**src/assert_macros.svh**
```systemverilog
// ----------------------------------------------------------------------------
// Assertion macros
// Shared concurrent assertion forms, clocked on clk and disabled in reset.
// ----------------------------------------------------------------------------
`ifndef ASSERT_MACROS_SVH
`define ASSERT_MACROS_SVH

// The condition must never hold at a clock edge.
`define ASSERT_NEVER(label, cond) \
    label: assert property (@(posedge clk) disable iff (!rst_n) !(cond)) \
        else $error("assertion failed: never condition seen");

// The consequent must hold in the same cycle as the antecedent.
`define ASSERT_IMPL(label, ante, cons) \
    label: assert property (@(posedge clk) disable iff (!rst_n) (ante) |-> (cons)) \
        else $error("assertion failed: implication broken");

// The consequent must hold in the cycle after the antecedent.
`define ASSERT_NEXT(label, ante, cons) \
    label: assert property (@(posedge clk) disable iff (!rst_n) (ante) |=> (cons)) \
        else $error("assertion failed: next-cycle implication broken");

`endif

```
**src/lrf_pkg.sv**
```systemverilog
`timescale 1ns / 1ps
// ----------------------------------------------------------------------------
// Line rasterizer package
// Canvas geometry, transaction types and pixel addressing shared by the core.
// ----------------------------------------------------------------------------
package lrf_pkg;

    localparam int CANVAS_WIDTH  = 256;
    localparam int CANVAS_HEIGHT = 256;
    localparam int FB_DEPTH      = CANVAS_WIDTH * CANVAS_HEIGHT;
    localparam int ADDR_W        = $clog2(FB_DEPTH);
    localparam int PIX_W         = 2;
    localparam int COORD_W       = 12;
    localparam int ERR_W         = 26;

    localparam logic [PIX_W-1:0] LINE_VALUE  = 2'd1;
    localparam logic [PIX_W-1:0] BLANK_VALUE = 2'd0;

    typedef logic [ADDR_W-1:0] addr_t;
    typedef logic [PIX_W-1:0]  pix_t;
    typedef logic signed [COORD_W-1:0] coord_t;

    typedef enum logic
    {
        OP_DRAW = 1'b0,
        OP_READ = 1'b1
    } opcode_t;

    typedef struct packed
    {
        opcode_t opcode;
        coord_t  start_x;
        coord_t  start_y;
        coord_t  end_x;
        coord_t  end_y;
    } cmd_t;

    typedef struct packed
    {
        pix_t read_value;
        logic was_read;
    } rsp_t;

    typedef struct packed
    {
        logic  en;
        addr_t addr;
        pix_t  data;
    } wr_req_t;

    typedef struct packed
    {
        logic busy;
        logic last;
    } walk_stat_t;

    typedef enum logic [2:0]
    {
        ST_CLEAR,
        ST_IDLE,
        ST_DRAW,
        ST_READ,
        ST_RESP
    } state_t;

    function automatic logic on_canvas(coord_t x, coord_t y);
        return !x[COORD_W-1] && !y[COORD_W-1]
            && ({1'b0, x} < (COORD_W+1)'(CANVAS_WIDTH))
            && ({1'b0, y} < (COORD_W+1)'(CANVAS_HEIGHT));
    endfunction

    function automatic addr_t pix_addr(coord_t x, coord_t y);
        int v;
        v = int'(y) * CANVAS_WIDTH + int'(x);
        return addr_t'(v);
    endfunction

endpackage

```
**src/lrf_walk.sv**
```systemverilog
`timescale 1ns / 1ps
// ----------------------------------------------------------------------------
// Line walker
// Orders the endpoints and walks a 4-connected staircase, one pixel per cycle.
// ----------------------------------------------------------------------------
module lrf_walk
    import lrf_pkg::*;
(
    input  logic       clk,
    input  logic       rst_n,
    input  logic       start,
    input  cmd_t       cmd,
    output wr_req_t    wr,
    output walk_stat_t stat
);

    logic                    run_reg, run_next;
    coord_t                  cx_reg, cx_next;
    coord_t                  cy_reg, cy_next;
    coord_t                  x1_reg, x1_next;
    coord_t                  y1_reg, y1_next;
    logic [COORD_W-1:0]      dx_reg, dx_next;
    logic signed [COORD_W:0] dy_reg, dy_next;
    logic signed [ERR_W-1:0] e_reg, e_next;

    logic                    swap;
    coord_t                  x0, y0, x1, y1;
    logic                    at_end;
    logic                    step_x;
    logic                    dy_pos;
    logic signed [ERR_W-1:0] dx_ext;
    logic signed [ERR_W-1:0] dy_ext;

    always_ff @(posedge clk or negedge rst_n)
    begin
        if (!rst_n)
        begin
            run_reg <= 1'b0;
        end
        else
        begin
            run_reg <= run_next;
        end
    end

    always_ff @(posedge clk)
    begin
        cx_reg <= cx_next;
        cy_reg <= cy_next;
        x1_reg <= x1_next;
        y1_reg <= y1_next;
        dx_reg <= dx_next;
        dy_reg <= dy_next;
        e_reg  <= e_next;
    end

    always_comb
    begin
        swap   = cmd.end_x < cmd.start_x;
        x0     = swap ? cmd.end_x : cmd.start_x;
        y0     = swap ? cmd.end_y : cmd.start_y;
        x1     = swap ? cmd.start_x : cmd.end_x;
        y1     = swap ? cmd.start_y : cmd.end_y;

        at_end = (cx_reg == x1_reg) && (cy_reg == y1_reg);
        dy_pos = !dy_reg[COORD_W] && (dy_reg != '0);
        dx_ext = signed'({{(ERR_W-COORD_W){1'b0}}, dx_reg});
        dy_ext = ERR_W'(dy_reg);

        if (dy_reg == '0)
        begin
            step_x = 1'b1;
        end
        else if (dx_reg == '0)
        begin
            step_x = 1'b0;
        end
        else if (dy_pos)
        begin
            step_x = e_reg > 0;
        end
        else
        begin
            step_x = e_reg < 0;
        end

        run_next = run_reg;
        cx_next  = cx_reg;
        cy_next  = cy_reg;
        x1_next  = x1_reg;
        y1_next  = y1_reg;
        dx_next  = dx_reg;
        dy_next  = dy_reg;
        e_next   = e_reg;

        if (start)
        begin
            run_next = 1'b1;
            cx_next  = x0;
            cy_next  = y0;
            x1_next  = x1;
            y1_next  = y1;
            dx_next  = COORD_W'({x1[COORD_W-1], x1} - {x0[COORD_W-1], x0});
            dy_next  = {y1[COORD_W-1], y1} - {y0[COORD_W-1], y0};
            e_next   = '0;
        end
        else if (run_reg)
        begin
            if (at_end)
            begin
                run_next = 1'b0;
            end
            else if (step_x)
            begin
                cx_next = cx_reg + coord_t'(1);
                e_next  = e_reg - dy_ext;
            end
            else if (dy_pos)
            begin
                cy_next = cy_reg + coord_t'(1);
                e_next  = e_reg + dx_ext;
            end
            else
            begin
                cy_next = cy_reg - coord_t'(1);
                e_next  = e_reg - dx_ext;
            end
        end

        wr.en     = run_reg && on_canvas(cx_reg, cy_reg);
        wr.addr   = pix_addr(cx_reg, cy_reg);
        wr.data   = LINE_VALUE;
        stat.busy = run_reg;
        stat.last = run_reg && at_end;
    end

endmodule

```
**config.mk**
```make
export PLATFORM = sky130hd
export DESIGN_NAME = lrf_walk
export DESIGN_NICKNAME = d
export VERILOG_FILES = /design/src/assert_macros.svh /design/src/lrf_pkg.sv /design/src/lrf_walk.sv
export SDC_FILE = /design/constraint.sdc
export NUM_CORES = 1
export LEC_CHECK = 0
export ABC_AREA = 1
export BUFFER_PORTS_ARGS = -buffer_cell sky130_fd_sc_hd__buf_2
export CORE_ASPECT_RATIO = 0.7
export CORE_MARGIN = 2
export CORE_UTILIZATION = 55
export DETAILED_ROUTE_END_ITERATION = 10
export PLACE_DENSITY_LB_ADDON = 0.15
export SYNTH_ARGS = -nofsm -noshare
export SYNTH_HDL_FRONTEND = slang
export SYNTH_SLANG_ARGS = --single-unit
export TNS_END_PERCENT = 1
```
**constraint.sdc**
```tcl
create_clock -name clk -period 6.4 [get_ports clk]
set_clock_uncertainty 0.15 [all_clocks]
set_input_delay 0.96 -clock clk [delete_from_list [all_inputs] [get_ports clk]]
set_output_delay 0.96 -clock clk [all_outputs]
set_load 0.02 [all_outputs]
```
==> out/metrics.csv <==
stage,metric,value,unit
status,status,finished clean,
drt,DRC,0,
grt,Overflow after GRT,0,
cells_and_area,Diodes inserted,0,
power_and_ir_drop,peak supply drop,0.000252,V
power_and_ir_drop,Pleak,4.83,nW
floorplan,I/O Pins,73,
cells_and_area,share of layout cells above drive strength 1,0.0906,
worst_hold_path,min-delay worst type,in2async,
cells_and_area,most frequent cells in the layout,"411 x nand2_1, 156 x inv_1, 103 x o21ai_0, 93 x nor2_1, 81 x a21oi_1",
synth,Synth Warn #,0,
floorplan,Die Footprint,17600,um^2
cells_and_area,"Net count, final",1487,
setup_path,CP most frequent cell,nand2_1,
floorplan,chip width,158,um
setup_path,slowest cell delay on critical path,0.51,ns
cts,CTS tree,built,
floorplan,Initial Utilization,0.560,
setup_path,Crit Path Class,reg2reg,
timing,relative slew slack,0.183,
flow_run,maxcap violations,0,
floorplan,row cnt,39,
setup_path,critical path launch point type,flip-flop,
cts,Clock Pin Slew Worst Setup and Hold Paths,0.08,ns
synth,top cell type's share of synthesized area,0.241,
drt,drt first pass iters,5,
timing,post-layout min period,4.79,ns
synth,Synth Cell Area,9090,um^2
setup_path,"critical path fanouts, max",19,
synth,leading area contributor after synthesis,edfxtp_1,
setup_path,Crit-path slowest cell,clkinv_1,
cells_and_area,"Core Util, Final",0.603,
setup_path,cells along the critical path,"inv_1, ha_1, nand2_1, nor2_1, nand4_1, nand2_1, nand2_1, clkinv_1, nand2_2, o21ai_1, ha_1, nand2_1, nor2_1, inv_1, or3_1, o21a_1, o21bai_1, a21oi_1, o21ai_0, a21oi_1, nor2_1",
cts,post-CTS setup buffers,0,
drt,WL per Instance,15.5,um
synth,prevailing post-synth register cell,edfxtp_1,
cells_and_area,Fillers,1541,
synth,Async SR Flop Fraction,0.0100,
place,PortBufs,69,
grt,initial antenna violation count,0,
drt,DR iter-0 viols,900,
timing,Fin. Hold Viols,0,
setup_path,CP Capture Type,flip-flop,
timing,Least-Margin Pin Slew,1.22,ns
cts,Sink Count,100,
cells_and_area,max reg flops,26,
cts,CTS max path bufs,2,
cells_and_area,P&R area growth vs syn,7.82,%
synth,#FFs+latches synth,100,
cts,post-cts sizing count,0,
synth,Synth Area per Inst,6.85,um^2
timing,setup TNS,0,ns
drt,final WL,24900,um
place,DP Wirelength,19600,um
cts,clk_lat worst skew,0.37,ns
cts,Root Driver,clkbuf_16,
setup_path,CP top delay family,simple AND/OR/NAND/NOR gates,
drt,total number of vias,8780,
timing,period utilization,0.748,
timing,Hold WS,0.198,ns
cells_and_area,"most common cell after layout, fill and taps aside",nand2_1,
setup_path,worst path bufs/invs,3,
synth,sequential fraction of the synthesis area,0.301,
floorplan,core area,16200,um^2
power_and_ir_drop,Final Power,0.00414,W
synth,synth top area cells,"edfxtp_1 24%, nand2_1 17%, ha_1 8.0%",
synth,syn nets,1440,
grt,largest net degree at the start of global routing,65,
setup_path,crit path DAT,4.95,ns
cts,H-tree depth,3,
synth,count of cell types in the netlist,52,
grt,first-pass GRT wire length,39900,um
cts,CTS Hold Bufs,0,
power_and_ir_drop,PwrDens,422,nW/um^2
grt,Total GRT Usage,0.290,
setup_path,flop-to-flop setup slack,1.61,ns
place,Final Wtd Congestion,0.942,
grt,number of global-route vias before repair,7722,
cts,CTS buffer count,9,
setup_path,Crit path required time,6.56,ns
timing,fmax,209,MHz
floorplan,Die Height,112,um
synth,Cells after Synth,1327,
synth,"EDFF count, synth",73,
drt,Final ANT Viol Nets,0,
timing,RSZ-0062 raised after global routing,false,
timing,final number of setup-violating endpoints,0,
timing,Max Slew Vio Count,0,
drt,via/cell ratio,5.47,
==> routing by layer <==
metal / routed length, um / GRT usage
met1: 12800 / 0.476
met2: 9530 / 0.390
met3: 2240 / 0.0592
met4: 236 / 0.0461
met5: 0 / 0
==> worst paths after layout <==
kind / start / depth (start not counted) / to
worst max-delay path: dx_reg[0]$_DFFE_PP_ / 21 / e_reg[21]$_SDFFE_PP0P_
worst min-delay path: rst_n / 1 / run_reg$_DFF_PN0_
worst max register to register: dx_reg[0]$_DFFE_PP_ / 21 / e_reg[21]$_SDFFE_PP0P_
worst min register to register: e_reg[2]$_SDFFE_PP0P_ / 2 / e_reg[2]$_SDFFE_PP0P_
max in group asynchronous: rst_n / 1 / run_reg$_DFF_PN0_
min in group clk: e_reg[2]$_SDFFE_PP0P_ / 2 / e_reg[2]$_SDFFE_PP0P_
==> cell type report <==
cell class	instances	area [um^2]	area share
Timing Repair Buffer	72	368	0.0375
Multi-Input combinational cell	1030	5530	0.564
Tap cell	225	282	0.0287
Inverter	161	604	0.0616
Clock inverter	6	56.3	0.00574
Clock buffer	10	229	0.0234
Sequential cell	100	2740	0.279
==> synth_stat cells (2+ instances only) <==
master,number
a21o_1,3
a21oi_1,81
a31oi_1,8
and2_1,2
buf_2,4
buf_4,12
buf_6,3
clkbuf_1,16
clkinv_1,4
conb_1,2
dfxtp_1,26
edfxtp_1,73
fa_1,3
ha_1,58
inv_1,156
nand2_1,411
nand2_2,6
nand2_4,5
nand3_1,74
nand3_2,5
nand3b_1,3
nand4_1,17
nor2_1,93
nor2_2,7
nor3_1,13
nor4_1,9
o21a_1,2
o21ai_0,104
o21ai_1,13
o21bai_1,5
o22ai_1,7
or2_2,9
xnor2_1,33
xor2_1,42
==> report_power, final <==
part	leakage, nW	internal, W	switching (W)	total [W]
combinational	3.74	0.000911	0.00155	0.00247
sequential	0.950	0.000934	0.000196	0.00113
clock	0.137	0.000273	0.000270	0.000543
total	4.83	0.00212	0.00202	0.00414
==> through the flow <==
stage	area, um^2	cells	setup WS [ns]
2_1_floorplan	9090	1327	2.71
3_3_place_gp	9520	1588	1.76
3_5_place_dp	9520	1588	1.68
4_1_cts	9800	1604	1.68
5_1_grt	9800	1604	1.20
6_report	9800	1604	1.61
==> kinds of logic (layout without fill, tap and decap cells) <==
family | Yosys count | in the layout | share of synthesized area
fa+ha+maj | 61 | 61 | 0.0864
flops | 100 | 100 | 0.301
other cells | 2 | 2 | 0.000826
simple gates | 660 | 660 | 0.311
buf+inv | 197 | 249 | 0.0911
compound gates | 232 | 232 | 0.137
xor+xnor | 75 | 75 | 0.0722
Power figures use the tool's default switching activity.
